===== src/rtl/cdoy_pkg.sv =====
// cdoy_pkg: shared types, constants and calendar table functions for the
// day-of-year converter. No dependencies; used by every cdoy_* module.
`default_nettype none

package cdoy_pkg;

	// command codes
	localparam logic CMD_TO_YEAR_DAY  = 1'b0;
	localparam logic CMD_TO_MONTH_DAY = 1'b1;

	// status codes
	localparam logic STATUS_OK      = 1'b0;
	localparam logic STATUS_INVALID = 1'b1;

	// configuration register indexes and reset value
	localparam logic REG_EARLIEST_YEAR  = 1'b0;
	localparam logic [14:0] EARLIEST_YEAR_RST = 15'd1752;

	// reciprocal of 25 scaled by 2**20, exact quotient for 15-bit years
	localparam int RECIP_SHIFT = 20;
	localparam logic [15:0] RECIP_25 = 16'd41944;
	localparam int PROD_W = 31;

	// item between the leap stages and the conversion stages
	typedef struct packed {
		logic       command;
		logic       year_ok;
		logic       leap;
		logic [3:0] month;
		logic [4:0] day_of_month;
		logic [8:0] year_day;
	} cdoy_item_t;

	// length of month m (1..12), zero for a month number that means nothing
	function automatic logic [4:0] month_days(input logic leap, input logic [3:0] m);
		logic [4:0] len;
		len = 5'd0;
		if (m == 4'd2) begin
			len = leap ? 5'd29 : 5'd28;
		end else if (m inside {4'd4, 4'd6, 4'd9, 4'd11}) begin
			len = 5'd30;
		end else if (m inside {[4'd1:4'd12]}) begin
			len = 5'd31;
		end
		return len;
	endfunction

	// days in the months before month idx+1 (idx 0..11)
	function automatic logic [8:0] days_before(input logic leap, input logic [3:0] idx);
		logic [8:0] base;
		case (idx)
			4'd0:    base = 9'd0;
			4'd1:    base = 9'd31;
			4'd2:    base = 9'd59;
			4'd3:    base = 9'd90;
			4'd4:    base = 9'd120;
			4'd5:    base = 9'd151;
			4'd6:    base = 9'd181;
			4'd7:    base = 9'd212;
			4'd8:    base = 9'd243;
			4'd9:    base = 9'd273;
			4'd10:   base = 9'd304;
			4'd11:   base = 9'd334;
			default: base = 9'd0;
		endcase
		if (leap && idx >= 4'd2 && idx <= 4'd11) begin
			base = base + 9'd1;
		end
		return base;
	endfunction

endpackage

`default_nettype wire


===== src/rtl/cdoy_cfg.sv =====
// cdoy_cfg: APB-style register port holding earliest_year.
// Depends on cdoy_pkg.
`default_nettype none

module cdoy_cfg (
	input  wire logic        clk,
	input  wire logic        arst_n,
	input  wire logic        psel,
	input  wire logic        penable,
	input  wire logic        pwrite,
	input  wire logic [2:0]  paddr,
	input  wire logic [31:0] pwdata,
	output logic [31:0]      prdata,
	output logic             pready,
	output logic [14:0]      earliest_year
);

	logic [14:0] earliest_q;
	logic        hit;

	// word index is paddr[2]; only index zero exists
	assign hit    = (paddr[2] == cdoy_pkg::REG_EARLIEST_YEAR);
	assign pready = 1'b1;

	// register write on the access cycle
	always_ff @(posedge clk or negedge arst_n) begin
		if (!arst_n) begin
			earliest_q <= cdoy_pkg::EARLIEST_YEAR_RST;
		end else if (psel && penable && pwrite && hit) begin
			earliest_q <= pwdata[14:0];
		end
	end

	// read back
	always_comb begin
		prdata = 32'd0;
		if (hit) begin
			prdata = {17'd0, earliest_q};
		end
	end

	assign earliest_year = earliest_q;

endmodule

`default_nettype wire


===== src/rtl/cdoy_leap.sv =====
// cdoy_leap: first two pipeline stages; year range check and Gregorian
// leap rule via a reciprocal multiply by 1/25. Depends on cdoy_pkg.
`default_nettype none

module cdoy_leap (
	input  wire logic               clk,
	input  wire logic               arst_n,
	input  wire logic               in_valid,
	output logic                    in_stall,
	input  wire logic               command,
	input  wire logic signed [15:0] year,
	input  wire logic [3:0]         month,
	input  wire logic [4:0]         day_of_month,
	input  wire logic [8:0]         year_day,
	input  wire logic [14:0]        earliest_year,
	input  wire logic               dn_ready,
	output logic                    dn_valid,
	output cdoy_pkg::cdoy_item_t    dn_item
);

	logic                    v_s1, v_s2;
	logic                    en_s1, en_s2;
	logic [cdoy_pkg::PROD_W-1:0] prod;

	logic        command_s1;
	logic        year_ok_s1;
	logic [14:0] year_s1;
	logic [10:0] quot_s1;
	logic [3:0]  month_s1;
	logic [4:0]  dom_s1;
	logic [8:0]  yd_s1;

	logic [14:0] q25;
	logic [14:0] rem25;
	logic        div25, div4, div16;

	cdoy_pkg::cdoy_item_t item_s2;

	// stage enables, a stage loads when empty or when it drains
	assign en_s2    = !v_s2 || dn_ready;
	assign en_s1    = !v_s1 || en_s2;
	assign in_stall = !en_s1;

	always_ff @(posedge clk or negedge arst_n) begin
		if (!arst_n) begin
			v_s1 <= 1'b0;
			v_s2 <= 1'b0;
		end else begin
			if (en_s1) begin
				v_s1 <= in_valid;
			end
			if (en_s2) begin
				v_s2 <= v_s1;
			end
		end
	end

	// stage 1: quotient by 25 and year range check
	assign prod = {16'd0, year[14:0]} * {15'd0, cdoy_pkg::RECIP_25};

	always_ff @(posedge clk) begin
		if (en_s1 && in_valid) begin
			command_s1 <= command;
			year_ok_s1 <= !year[15] && (year[14:0] >= earliest_year);
			year_s1    <= year[14:0];
			quot_s1    <= prod[cdoy_pkg::RECIP_SHIFT +: 11];
			month_s1   <= month;
			dom_s1     <= day_of_month;
			yd_s1      <= year_day;
		end
	end

	// stage 2: remainder by 25, leap rule
	assign q25   = {quot_s1, 4'd0} + {1'b0, quot_s1, 3'd0} + {4'd0, quot_s1};
	assign rem25 = year_s1 - q25;
	assign div25 = (rem25 == 15'd0);
	assign div4  = (year_s1[1:0] == 2'd0);
	assign div16 = (year_s1[3:0] == 4'd0);

	always_ff @(posedge clk) begin
		if (en_s2 && v_s1) begin
			item_s2.command      <= command_s1;
			item_s2.year_ok      <= year_ok_s1;
			item_s2.leap         <= div4 && (!div25 || div16);
			item_s2.month        <= month_s1;
			item_s2.day_of_month <= dom_s1;
			item_s2.year_day     <= yd_s1;
		end
	end

	assign dn_valid = v_s2;
	assign dn_item  = item_s2;

endmodule

`default_nettype wire


===== src/rtl/cdoy_conv.sv =====
// cdoy_conv: last two pipeline stages; month table lookup, range checks,
// month search and output register. Depends on cdoy_pkg.
`default_nettype none

module cdoy_conv (
	input  wire logic            clk,
	input  wire logic            arst_n,
	input  wire logic            up_valid,
	output logic                 up_ready,
	input  wire cdoy_pkg::cdoy_item_t up_item,
	output logic                 out_valid,
	input  wire logic            out_stall,
	output logic                 status,
	output logic [8:0]           result_year_day,
	output logic [3:0]           result_month,
	output logic [4:0]           result_day
);

	logic v_s3, v_s4;
	logic en_s3, en_s4;

	// stage 3 logic
	logic [4:0]  mlen;
	logic        ok_md;
	logic [8:0]  yd_sum;
	logic [8:0]  limit;
	logic        ok_yd;
	logic [10:0] past;
	logic [3:0]  month_idx;

	logic        command_s3;
	logic        ok_s3;
	logic        leap_s3;
	logic [8:0]  ryd_s3;
	logic [3:0]  midx_s3;
	logic [8:0]  yd_s3;

	logic [8:0]  rem_day;

	logic        status_s4;
	logic [8:0]  ryd_s4;
	logic [3:0]  rmon_s4;
	logic [4:0]  rday_s4;

	// stage enables
	assign en_s4    = !v_s4 || !out_stall;
	assign en_s3    = !v_s3 || en_s4;
	assign up_ready = en_s3;

	always_ff @(posedge clk or negedge arst_n) begin
		if (!arst_n) begin
			v_s3 <= 1'b0;
			v_s4 <= 1'b0;
		end else begin
			if (en_s3) begin
				v_s3 <= up_valid;
			end
			if (en_s4) begin
				v_s4 <= v_s3;
			end
		end
	end

	// month/day to year-day checks and sum
	assign mlen   = cdoy_pkg::month_days(up_item.leap, up_item.month);
	assign ok_md  = (mlen != 5'd0) && (up_item.day_of_month != 5'd0) &&
	                (up_item.day_of_month <= mlen);
	assign yd_sum = cdoy_pkg::days_before(up_item.leap, up_item.month - 4'd1) +
	                9'(up_item.day_of_month);

	// year-day range and month search, one compare per month boundary
	assign limit = up_item.leap ? 9'd366 : 9'd365;
	assign ok_yd = (up_item.year_day != 9'd0) && (up_item.year_day <= limit);

	always_comb begin
		for (int i = 0; i < 11; i++) begin
			past[i] = up_item.year_day > cdoy_pkg::days_before(up_item.leap, 4'(i + 1));
		end
	end

	assign month_idx = 4'($countones(past));

	always_ff @(posedge clk) begin
		if (en_s3 && up_valid) begin
			command_s3 <= up_item.command;
			leap_s3    <= up_item.leap;
			ok_s3      <= up_item.year_ok &&
			              ((up_item.command == cdoy_pkg::CMD_TO_YEAR_DAY) ? ok_md : ok_yd);
			ryd_s3     <= yd_sum;
			midx_s3    <= month_idx;
			yd_s3      <= up_item.year_day;
		end
	end

	// stage 4: day within the found month, zero the unused fields
	assign rem_day = yd_s3 - cdoy_pkg::days_before(leap_s3, midx_s3);

	always_ff @(posedge clk) begin
		if (en_s4 && v_s3) begin
			status_s4 <= ok_s3 ? cdoy_pkg::STATUS_OK : cdoy_pkg::STATUS_INVALID;
			ryd_s4    <= (ok_s3 && command_s3 == cdoy_pkg::CMD_TO_YEAR_DAY) ?
			             ryd_s3 : 9'd0;
			rmon_s4   <= (ok_s3 && command_s3 == cdoy_pkg::CMD_TO_MONTH_DAY) ?
			             midx_s3 + 4'd1 : 4'd0;
			rday_s4   <= (ok_s3 && command_s3 == cdoy_pkg::CMD_TO_MONTH_DAY) ?
			             rem_day[4:0] : 5'd0;
		end
	end

	assign out_valid       = v_s4;
	assign status          = status_s4;
	assign result_year_day = ryd_s4;
	assign result_month    = rmon_s4;
	assign result_day      = rday_s4;

endmodule

`default_nettype wire


===== src/rtl/calendar_day_of_year_converter_unit.sv =====
// calendar_day_of_year_converter_unit: top level of the Gregorian
// day-of-year converter. Depends on cdoy_pkg, cdoy_cfg, cdoy_leap, cdoy_conv.
//
// Usage:
//   Input channel (in_valid/in_stall) carries command, year, month,
//   day_of_month and year_day. Command 0 gives the day of the year in
//   result_year_day; command 1 gives result_month and result_day.
//   Output channel (out_valid/out_stall) carries status and the results;
//   status 1 means the item was rejected and all results are zero.
//   A new item can be accepted every cycle while out_stall is low. The
//   four pipeline stages are year check with multiply by 1/25, leap
//   rule, table lookup with month search, and the output register.
//   When out_stall is high with a result waiting, the stages fill up and
//   in_stall rises once no empty stage is left; nothing is lost.
//   Reset clears all stage valid bits and sets earliest_year to 1752.
//   earliest_year lives at APB byte address 0; the user must write it
//   only while idle, as the block itself does not enforce this.
`default_nettype none

module calendar_day_of_year_converter_unit (
	input  wire logic               clk,
	input  wire logic               arst_n,
	// configuration port
	input  wire logic               psel,
	input  wire logic               penable,
	input  wire logic               pwrite,
	input  wire logic [2:0]         paddr,
	input  wire logic [31:0]        pwdata,
	output logic [31:0]             prdata,
	output logic                    pready,
	// input channel
	input  wire logic               in_valid,
	output logic                    in_stall,
	input  wire logic               command,
	input  wire logic signed [15:0] year,
	input  wire logic [3:0]         month,
	input  wire logic [4:0]         day_of_month,
	input  wire logic [8:0]         year_day,
	// output channel
	output logic                    out_valid,
	input  wire logic               out_stall,
	output logic                    status,
	output logic [8:0]              result_year_day,
	output logic [3:0]              result_month,
	output logic [4:0]              result_day
);

	logic [14:0]          earliest_year;
	logic                 mid_valid;
	logic                 mid_ready;
	cdoy_pkg::cdoy_item_t mid_item;

	// configuration register
	cdoy_cfg u_cfg (
		.clk           (clk),
		.arst_n        (arst_n),
		.psel          (psel),
		.penable       (penable),
		.pwrite        (pwrite),
		.paddr         (paddr),
		.pwdata        (pwdata),
		.prdata        (prdata),
		.pready        (pready),
		.earliest_year (earliest_year)
	);

	// year check and leap rule
	cdoy_leap u_leap (
		.clk           (clk),
		.arst_n        (arst_n),
		.in_valid      (in_valid),
		.in_stall      (in_stall),
		.command       (command),
		.year          (year),
		.month         (month),
		.day_of_month  (day_of_month),
		.year_day      (year_day),
		.earliest_year (earliest_year),
		.dn_ready      (mid_ready),
		.dn_valid      (mid_valid),
		.dn_item       (mid_item)
	);

	// conversion and output register
	cdoy_conv u_conv (
		.clk             (clk),
		.arst_n          (arst_n),
		.up_valid        (mid_valid),
		.up_ready        (mid_ready),
		.up_item         (mid_item),
		.out_valid       (out_valid),
		.out_stall       (out_stall),
		.status          (status),
		.result_year_day (result_year_day),
		.result_month    (result_month),
		.result_day      (result_day)
	);

endmodule

`default_nettype wire

===== config.mk =====
export PLATFORM = sky130hd
export DESIGN_NAME = calendar_day_of_year_converter_unit
export DESIGN_NICKNAME = d
export VERILOG_FILES = /design/src/rtl/cdoy_pkg.sv /design/src/rtl/cdoy_cfg.sv /design/src/rtl/cdoy_leap.sv /design/src/rtl/cdoy_conv.sv /design/src/rtl/calendar_day_of_year_converter_unit.sv
export SDC_FILE = /design/constraint.sdc
export NUM_CORES = 1
export LEC_CHECK = 0
export BUFFER_PORTS_ARGS = -buffer_cell sky130_fd_sc_hd__clkbuf_2
export CORE_MARGIN = 5
export CORE_UTILIZATION = 30
export DETAILED_ROUTE_END_ITERATION = 10
export SETUP_SLACK_MARGIN = 0.15
export SLEW_MARGIN = 25
export SYNTH_ARGS = -nofsm -noshare
export SYNTH_HDL_FRONTEND = slang
export SYNTH_SLANG_ARGS = --single-unit
export TNS_END_PERCENT = 5

===== constraint.sdc =====
create_clock -name clk -period 12.35 [get_ports clk]
set_clock_uncertainty 0.15 [all_clocks]
set_input_delay 2.47 -clock clk [delete_from_list [all_inputs] [get_ports clk]]
set_output_delay 2.47 -clock clk [all_outputs]
set_load 0.01 [all_outputs]

==> results.toml, run 1 <==
[timing]
worst_slew_margin_rel = 0.355
fmax_mhz = 137
hold_ws_ns = 0.261
drv_slew = 0
setup_viol = 0
finalCriticalPeriod_ns = 7.32
grt_setup_unrepaired = "no"
min_period_over_period = 0.593
fin_setup_tns_ns = 0
worst_pin_slew_ns = 0.961
hold_viol_final = 0

[setup_path]
path_buf_inv = 5
crit_family = "adder cells"
cp_max_fo = 8
crit_slowest_cell = "fa_1"
endpoint_kind = "register"
crit_chain = "clkbuf_2, fa_1, ha_1, inv_1, fa_1, inv_1, fa_1, inv_1, fa_1, inv_1, ha_1, a2111o_1, a221o_1, nor3_1, o31ai_1, a211o_1, a21oi_1, xnor2_1"
worstSetupPathType = "input port to register"
slowest_delay_ns = 0.54
reg2reg_slack_ns = 7.05
cp-start-kind = "input port"
crit_arrival_ns = 7.33
critPathRequiredTime_ns = 12.36

[clocking]
hold_buffers = 0
cts-resized-gates = 0
numCtsBuffers = 17
cts_root_buffer = "clkbuf_16"
cts_tree = "built"
cts.reportedPaths.clkPinSlew_ns = 0.07
post_cts_buffers = 0
cts.sinks = 131
htree_levels = 4
cts_max_path_buffers = 2
insertion_delay_ns = 0.42

[yosys]
synthTopCellsByArea = "edfxtp_1 (28%), ha_1 (19%), fa_1 (16%)"
yosysMostFrequentCell = "inv_1"
yosys-top-cells-count = "inv_1 (206), ha_1 (178), edfxtp_1 (107)"
syn_area_um2 = 11700
ys_seq_area_frac = 0.326
synth_edf_count = 107
avgSynthCellArea_um2 = 10.9
ys.flop_type = "edfxtp_1"
syn-instance-count = 1070
ys_warn_count = 0
ys_types = 69
synth_top_area_frac = 0.276
async_flop_share = 0.145
yosys_register_bits = 131
yosys.area.top_type = "edfxtp_1"

[drt]
drcViolationCount = 0
drt_iter0_markers = 332
route.met3.wl_um = 548
dr.pass1.iters = 5
wl_per_cell_um = 13.4
dr_total_vias = 7572
vias_per_cell = 4.46
wirelength_mm = 22.7
dr_wl_met2_mm = 11.5
routed.top_layer = "met4"
routedLengthMet1_mm = 10.4
drt.antenna.violating_nets = 0

[floorplanning]
io_pins = 131
die_y_um = 207
rows = 72
die_x_um = 207
core_um2 = 38600
die-area_um2 = 42900
initial_core_util = 0.302

[placement]
portBuffers = 93
dp.cells = 1666
globalplace.congestion = 0.836
hpwlAfterDp_mm = 18.8

[power_and_ir_drop]
p_leak_nw = 6.23
power.internal_mw = 1.77
pwr-share-seq = 0.212
sw_frac_of_total = 0.439
powerDensity_nw_per_um2 = 238
vdd_drop_max_mv = 0.176
clockPowerShare = 0.158
combPwrFrac = 0.630
switchingPower_mw = 1.38

[run_status]
status = "finished clean"

[finish]
drive_above_1_share = 0.142
antenna_cells = 0
area_delta_synth_final_pct = 13.6
fin_nets = 1517
final-seq-area_um2 = 3800
final.fill_count = 3957
final_cells = 1698
final_util = 0.344
multi_input_area_um2 = 6960

[grt]
grt_usage = 0.110
grt_first_pass_wirelength_mm = 39.0
grt_pass1_vias = 8028
antenna_found_initial = 0
grt_max_degree = 47
grt-ovfl-total = 0

[hold_path]
hold_class = "register to register"

[flow_run]
maxCapViolCount = 0
==> routing by layer <==
layer	GRT usage	vias to the layer above
met2	0.195	100
met5	0	-
met4	0.0260	0
met3	0.0188	15
met1	0.140	3670
li1	-	3787
==> power by group through the flow <==
| stage | registers, mW | logic [mW] | clock network (mW) |
|---|---|---|---|
| floorplan | 0.665 | 1.58 | 0 |
| global placement | 0.677 | 1.95 | 0 |
| detailed placement | 0.679 | 1.99 | 0 |
| CTS | 0.670 | 2.01 | 0.512 |
| global route | 0.680 | 2.29 | 0.534 |
| finish | 0.669 | 1.99 | 0.497 |
==> cell usage in the layout (no fill, tap or decap), types with 13 or more instances in the layout <==
master	netlist	layout
dfrtp_1	13	13
conb_1	2	18
nand3_1	14	14
edfxtp_1	107	107
fa_1	95	95
xnor2_1	26	26
xor2_1	22	22
nor2b_1	14	14
a21oi_1	42	42
nor2_1	64	64
clkbuf_2	0	93
mux2_2	20	20
clkbuf_16	0	17
ha_1	178	178
nand2_1	38	38
o21ai_0	29	29
a21o_1	15	15
inv_1	206	206
==> per-stage QoR <==
| stage | setup WS, ns | total power [mW] | instance area [µm²] |
|---|---|---|---|
| after floorplan | 5.21 | 2.24 | 11700 |
| after global placement | 4.58 | 2.62 | 12700 |
| after detailed placement | 4.57 | 2.67 | 12700 |
| after CTS | 5.00 | 3.19 | 13200 |
| after global routing | 4.72 | 3.51 | 13200 |
| final | 5.03 | 3.15 | 13200 |
==> registers in the layout, summed over array words and instances, names as in the netlist, 4 cells and up, named ones only <==
register,flops
u_cfg.earliest_year,15
u_conv.midx_s3,4
u_conv.result_day,5
u_conv.result_month,4
u_conv.result_year_day,9
u_conv.ryd_s3,9
u_conv.yd_s3,5
u_leap.dn_item,21
u_leap.dom_s1,5
u_leap.month_s1,4
u_leap.quot_s1,11
u_leap.yd_s1,9
u_leap.year_s1,15
==> logic make-up after synthesis <==
| kind of cell | count (synthesis) | share of synthesized area |
|---|---|---|
| multiplexers | 26 | 0.0245 |
| buffers and inverters | 240 | 0.0837 |
| XOR/XNOR | 48 | 0.0361 |
| adder cells (fa/ha/maj) | 273 | 0.354 |
| flip-flops | 131 | 0.326 |
| AND/OR/NAND/NOR | 200 | 0.0883 |
| AO/OA/AOI/OAI | 150 | 0.0872 |
| other | 2 | 0.000644 |
==> cell type report <==
class / instances / area share
Clock inverter: 15 / 0.0124
Multi-Input combinational cell: 715 / 0.525
Tap cell: 518 / 0.0489
Clock buffer: 17 / 0.0321
Inverter: 207 / 0.0587
Timing Repair Buffer: 95 / 0.0363
Sequential cell: 131 / 0.287
==> path summary, 6_finish.rpt <==
kind,start,endpoint,cells after the start
worst max-delay path,year[11],u_leap.quot_s1[9]$_DFFE_PP_,18
worst max register to register,u_leap.dn_item[18]$_DFFE_PP_,register,19
worst min register to register,u_leap.yd_s1[4]$_DFFE_PP_,u_leap.dn_item[4]$_DFFE_PP_,0
worst min-delay path,u_leap.yd_s1[4]$_DFFE_PP_,u_leap.dn_item[4]$_DFFE_PP_,0
max in group asynchronous,arst_n,u_cfg.earliest_year[7]$_DFFE_PN1P_,1
min in group asynchronous,arst_n,u_leap.v_s1$_DFFE_PN0N_,1
(Power assumes the default switching activity.)
==> inputs of run 2 (changes only) <==
- clock period: 12.35 -> 6.7 ns (I/O delays scaled with it)
==> run 2 against run 1 <==
  * Sequential power is 85% higher
  * Largest cell class unchanged
  * Routed wire length is 1.8% higher
  * Cell count is 0.77% higher
  * Global-route usage hardly changed
  * Clock power is 94% higher
  * Worst setup slack worse by 4.5 ns
  * First-iteration DRC count is 5.4% lower
  * Critical path type unchanged
  * Largest power group unchanged
  * Power is 87% higher
  * Core utilization is 0.31 points higher
==> results.toml, run 2 (synthesis results as in run 1) <==
[run_status]
status = "finished clean"

[clocking]
htree_levels = 4
cts_max_path_buffers = 2
insertion_delay_ns = 0.41
cts_root_buffer = "clkbuf_16"
cts.reportedPaths.clkPinSlew_ns = 0.06
cts.sinks = 131
cts_tree = "built"
numCtsBuffers = 17

[floorplanning]
die_x_um = 207
die-area_um2 = 42900
io_pins = 131
die_y_um = 207
initial_core_util = 0.302
rows = 72
core_um2 = 38600

[placement]
portBuffers = 93
globalplace.congestion = 0.834
hpwlAfterDp_mm = 19.2
dp.cells = 1679
pre_cts_ws_ns = -0.0603

[setup_path]
worstSetupPathType = "input port to register"
crit_slowest_cell = "fa_1"
cp_max_fo = 8
crit_chain = "clkbuf_2, fa_1, ha_1, inv_1, fa_1, inv_1, fa_1, inv_1, fa_1, inv_1, ha_1, a2111o_1, a221o_1, nor3_2, o31ai_1, a211o_1, a21oi_1, xnor2_1"
endpoint_kind = "register"
cp-start-kind = "input port"
path_buf_inv = 5
slowest_delay_ns = 0.57
crit_family = "adder cells"
critPathRequiredTime_ns = 6.71
crit_arrival_ns = 6.21

[power_and_ir_drop]
powerDensity_nw_per_um2 = 440
total_power_mw = 5.88
vdd_drop_max_mv = 0.237
p_leak_nw = 6.29

[finish]
multi_input_area_um2 = 6960
area_delta_synth_final_pct = 14.6
most-common-layout-cells = "inv_1 (206), ha_1 (178), edfxtp_1 (107)"
final_util = 0.347
largest_reg_flops = 21
final_cells = 1711
antenna_cells = 0
final_common_cell = "inv_1"
drive_above_1_share = 0.151
final.fill_count = 3905
fin_nets = 1530
final-seq-area_um2 = 3800

[hold_path]
hold_class = "register to register"

[timing]
min_period_over_period = 0.926
finalCriticalPeriod_ns = 6.20
hold_viol_final = 0
setup_viol = 0
drv_slew = 0
worst_slew_margin_rel = 0.376
fmax_mhz = 161
setup_slack_ns = 0.499
worst_pin_slew_ns = 0.931
grt_setup_unrepaired = "no"

[grt]
grt_first_pass_wirelength_mm = 39.2
grt_pass1_vias = 8097
grt-ovfl-total = 0
top_usage_layer = "met2"
grt_use_met2 = 0.198
grt_max_degree = 47
met1_usage = 0.136
antenna_found_initial = 0
grt_usage = 0.110
met3_usage = 0.0215

[drt]
drt.antenna.violating_nets = 0
wirelength_mm = 23.1
dr.pass1.iters = 4
drt_iter0_markers = 314
vias_per_cell = 4.42
wl_per_cell_um = 13.5
dr_total_vias = 7569
drcViolationCount = 0

[flow_run]
maxCapViolCount = 0
## run 2: cell type report
cell class,count,area share
Clock buffer,18,0.0321
Timing Repair Buffer,108,0.0432
Tap cell,518,0.0485
Sequential cell,131,0.284
Inverter,207,0.0581
Clock inverter,14,0.0133
Multi-Input combinational cell,715,0.521
## run 2: worst reg2reg max path: stages, from the launching register on
cell and delay, ns:
edfxtp_1 0.50, inv_1 0.28, ha_1 0.33, o21bai_1 0.21, a21oi_1 0.09, a31oi_1 0.22
nor2_1 0.07, o31ai_1 0.22, ha_1 0.18, inv_1 0.05, fa_1 0.50, inv_1 0.05
fa_1 0.50, fa_1 0.49, ha_1 0.22, fa_1 0.37, xor2_1 0.27, mux2_2 0.26
nand2_1 0.08, o22ai_1 0.16
## run 2: path summary, 6_finish.rpt
kind / startpoint / end / slack, ns / cells past startpoint
worst min-delay path: u_leap.month_s1[3]$_DFFE_PP_ / u_leap.dn_item[17]$_DFFE_PP_ / 0.27 / 0
worst max register to register: u_leap.dn_item[18]$_DFFE_PP_ / register / 1.41 / 19
worst max-delay path: year[9] / u_leap.quot_s1[9]$_DFFE_PP_ / 0.50 / 18
min in group asynchronous: arst_n / u_cfg.earliest_year[14]$_DFFE_PN0P_ / 0.75 / 1
max in group asynchronous: arst_n / u_cfg.earliest_year[3]$_DFFE_PN1P_ / 5.28 / 1
worst min register to register: u_leap.month_s1[3]$_DFFE_PP_ / u_leap.dn_item[17]$_DFFE_PP_ / 0.27 / 0
## run 2: metrics by stage
stage               instance area, µm²  hold WS [ns]  setup TNS, ns
floorplan                        11700         0.250              0
global placement                 12800         0.254        -0.0422
detailed placement               12800         0.255        -0.0603
CTS                              13400         0.269              0
global route                     13400         0.274              0
finish                           13400         0.267              0
## run 2: timing repair
action                                 CTS  global route
setup endpoints to repair                0             1
hold buffers                             0             0
endpoints found under the hold margin    0             0
gates resized for setup                  0             1
setup buffers                            0             0
## run 2: routing by layer
metal / routed length (µm) / up-vias
li1: - / 3818
met1: 10300 / 3627
met2: 11800 / 103
met3: 687 / 21
met4: 311 / 0
met5: 0 / -
## run 2: power by group
part	leakage, nW	internal [mW]	switching (mW)
combinational	4.70	1.61	2.07
sequential	1.30	1.13	0.101
clock	0.286	0.591	0.373
==> inputs of run 3 (changes only) <==
- REMOVE_ABC_BUFFERS: default -> 1
==> run 3 against run 2 <==
  * Critical path depth did not move
  * Combinational power about the same
  * Core utilization barely moved
  * Worst setup slack gained 0.015 ns
  * Register-to-register slack improved by 0.03 ns
  * Clock power increased by 0.4%
  * First-iteration DRC count decreased by 14%
  * Critical endpoint unchanged
  * Largest cell class unchanged
  * Largest power group unchanged
==> results.toml, run 3 (synthesis results as in run 1) <==
[setup_path]
endpoint_kind = "register"
crit_path_start = "year[9]"
reg2reg_slack_ns = 1.44
worstSetupPathType = "input port to register"
r2r-start = "u_leap.dn_item[18]$_DFFE_PP_"
cp_max_fo = 7
cp-start-kind = "input port"
critPathRequiredTime_ns = 6.72
crit_arrival_ns = 6.20
r2r_cells = 17

[timing]
fmax_mhz = 162
grt_setup_unrepaired = "no"
worst_pin_slew_ns = 0.799
setup_slack_ns = 0.514
worst_slew_margin_rel = 0.464
hold_ws_ns = 0.272
fin_setup_tns_ns = 0
drv_slew = 0
setup_viol = 0
hold_viol_final = 0
finalCriticalPeriod_ns = 6.19
min_period_over_period = 0.923

[placement]
pre_cts_ws_ns = 0.108
hpwlAfterDp_mm = 19.4
portBuffers = 93
globalplace.congestion = 0.865
dp.cells = 1680

[finish]
largest_reg_flops = 21
area_delta_synth_final_pct = 14.7
fin_nets = 1531
antenna_cells = 0
multi_input_area_um2 = 6950
final.fill_count = 3961
final_common_cell = "inv_1"
final-seq-area_um2 = 3800
drive_above_1_share = 0.151
most-common-layout-cells = "inv_1 (206), ha_1 (178), edfxtp_1 (107)"
final_cells = 1712

[floorplanning]
die-area_um2 = 42900
io_pins = 131
initial_core_util = 0.302
core_um2 = 38600
die_x_um = 207
die_y_um = 207
rows = 72

[drt]
wl_per_cell_um = 13.6
drt_iter0_markers = 271
dr_total_vias = 7617
drt.antenna.violating_nets = 0
wirelength_mm = 23.3
drcViolationCount = 0
vias_per_cell = 4.45
dr.pass1.iters = 4

[grt]
grt_use_met2 = 0.198
grt_max_degree = 47
grt_pass1_vias = 8186
grt_usage = 0.111
antenna_found_initial = 0
top_usage_layer = "met2"
grt-ovfl-total = 0
grt_first_pass_wirelength_mm = 39.4
met3_usage = 0.0183
met1_usage = 0.140

[clocking]
cts.sinks = 131
cts-resized-gates = 0
cts.reportedPaths.clkPinSlew_ns = 0.06
cts_root_buffer = "clkbuf_16"
cts_tree = "built"
post_cts_buffers = 0
numCtsBuffers = 17
cts_max_path_buffers = 2
hold_buffers = 0
htree_levels = 4
insertion_delay_ns = 0.41

[power_and_ir_drop]
combPwrFrac = 0.625
switchingPower_mw = 2.54
total_power_mw = 5.88
vdd_drop_max_mv = 0.281
clockPowerShare = 0.165
p_leak_nw = 6.30
powerDensity_nw_per_um2 = 439
pwr-share-seq = 0.211
power.internal_mw = 3.34
sw_frac_of_total = 0.432

[run_status]
status = "finished clean"

[hold_path]
min_to = "u_leap.dn_item[20]$_DFFE_PP_"
worstHoldPathCells = 0
hold_class = "register to register"
hold_start = "u_leap.command_s1$_DFFE_PP_"

[flow_run]
maxCapViolCount = 0
==> run 3: final cells by class <==
class                      count  area share
multi-input combinational    715       0.520
sequential                   131       0.284
inverter                     207      0.0581
tap                          518      0.0485
timing repair buffer         109      0.0438
clock buffer                  18      0.0328
clock inverter                14      0.0132
==> run 3: per-stage QoR <==
step                       util  cell area (µm²)
after floorplan               -            11500
after global placement    0.331            12800
after detailed placement  0.331            12800
after CTS                 0.347            13400
after global routing      0.347            13400
final                     0.347            13400
==> run 3: metal layers <==
layer	routed length [µm]	share of wire
met2	11700	0.50
met5	0	0
met1	10600	0.46
met4	376	0.016
met3	595	0.026
==> run 3: critical path, stage by stage <==
cell      delay (ns)
clkbuf_2        0.20
fa_1            0.51
ha_1            0.29
inv_1           0.04
fa_1            0.47
inv_1           0.05
fa_1            0.53
inv_1           0.06
fa_1            0.53
inv_1           0.04
ha_1            0.29
a2111o_1        0.42
a221o_1         0.32
nor3_1          0.29
o31ai_1         0.22
a211o_1         0.33
a21oi_1         0.19
xnor2_1         0.07
==> run 3: how the worst max path moves through the flow <==
stage                                    to  slack, ns  cells past startpoint
3_5_place_dp    u_leap.quot_s1[7]$_DFFE_PP_       0.11                     20
5_1_grt        u_leap.quot_s1[10]$_DFFE_PP_       0.22                     20
4_1_cts         u_leap.quot_s1[9]$_DFFE_PP_       0.55                     18
6_report        u_leap.quot_s1[9]$_DFFE_PP_       0.51                     18
2_1_floorplan   u_leap.quot_s1[9]$_DFFE_PP_       0.69                     17
3_3_place_gp    u_leap.quot_s1[9]$_DFFE_PP_       0.08                     18
==> run 3: power by group through the flow <==
stage	sequential, mW	clock, mW	combinational (mW)
after floorplan	1.23	0	2.88
final	1.24	0.969	3.67
after global placement	1.25	0	3.61
after detailed placement	1.26	0	3.68
after global routing	1.26	1.04	4.24
after CTS	1.24	0.997	3.70
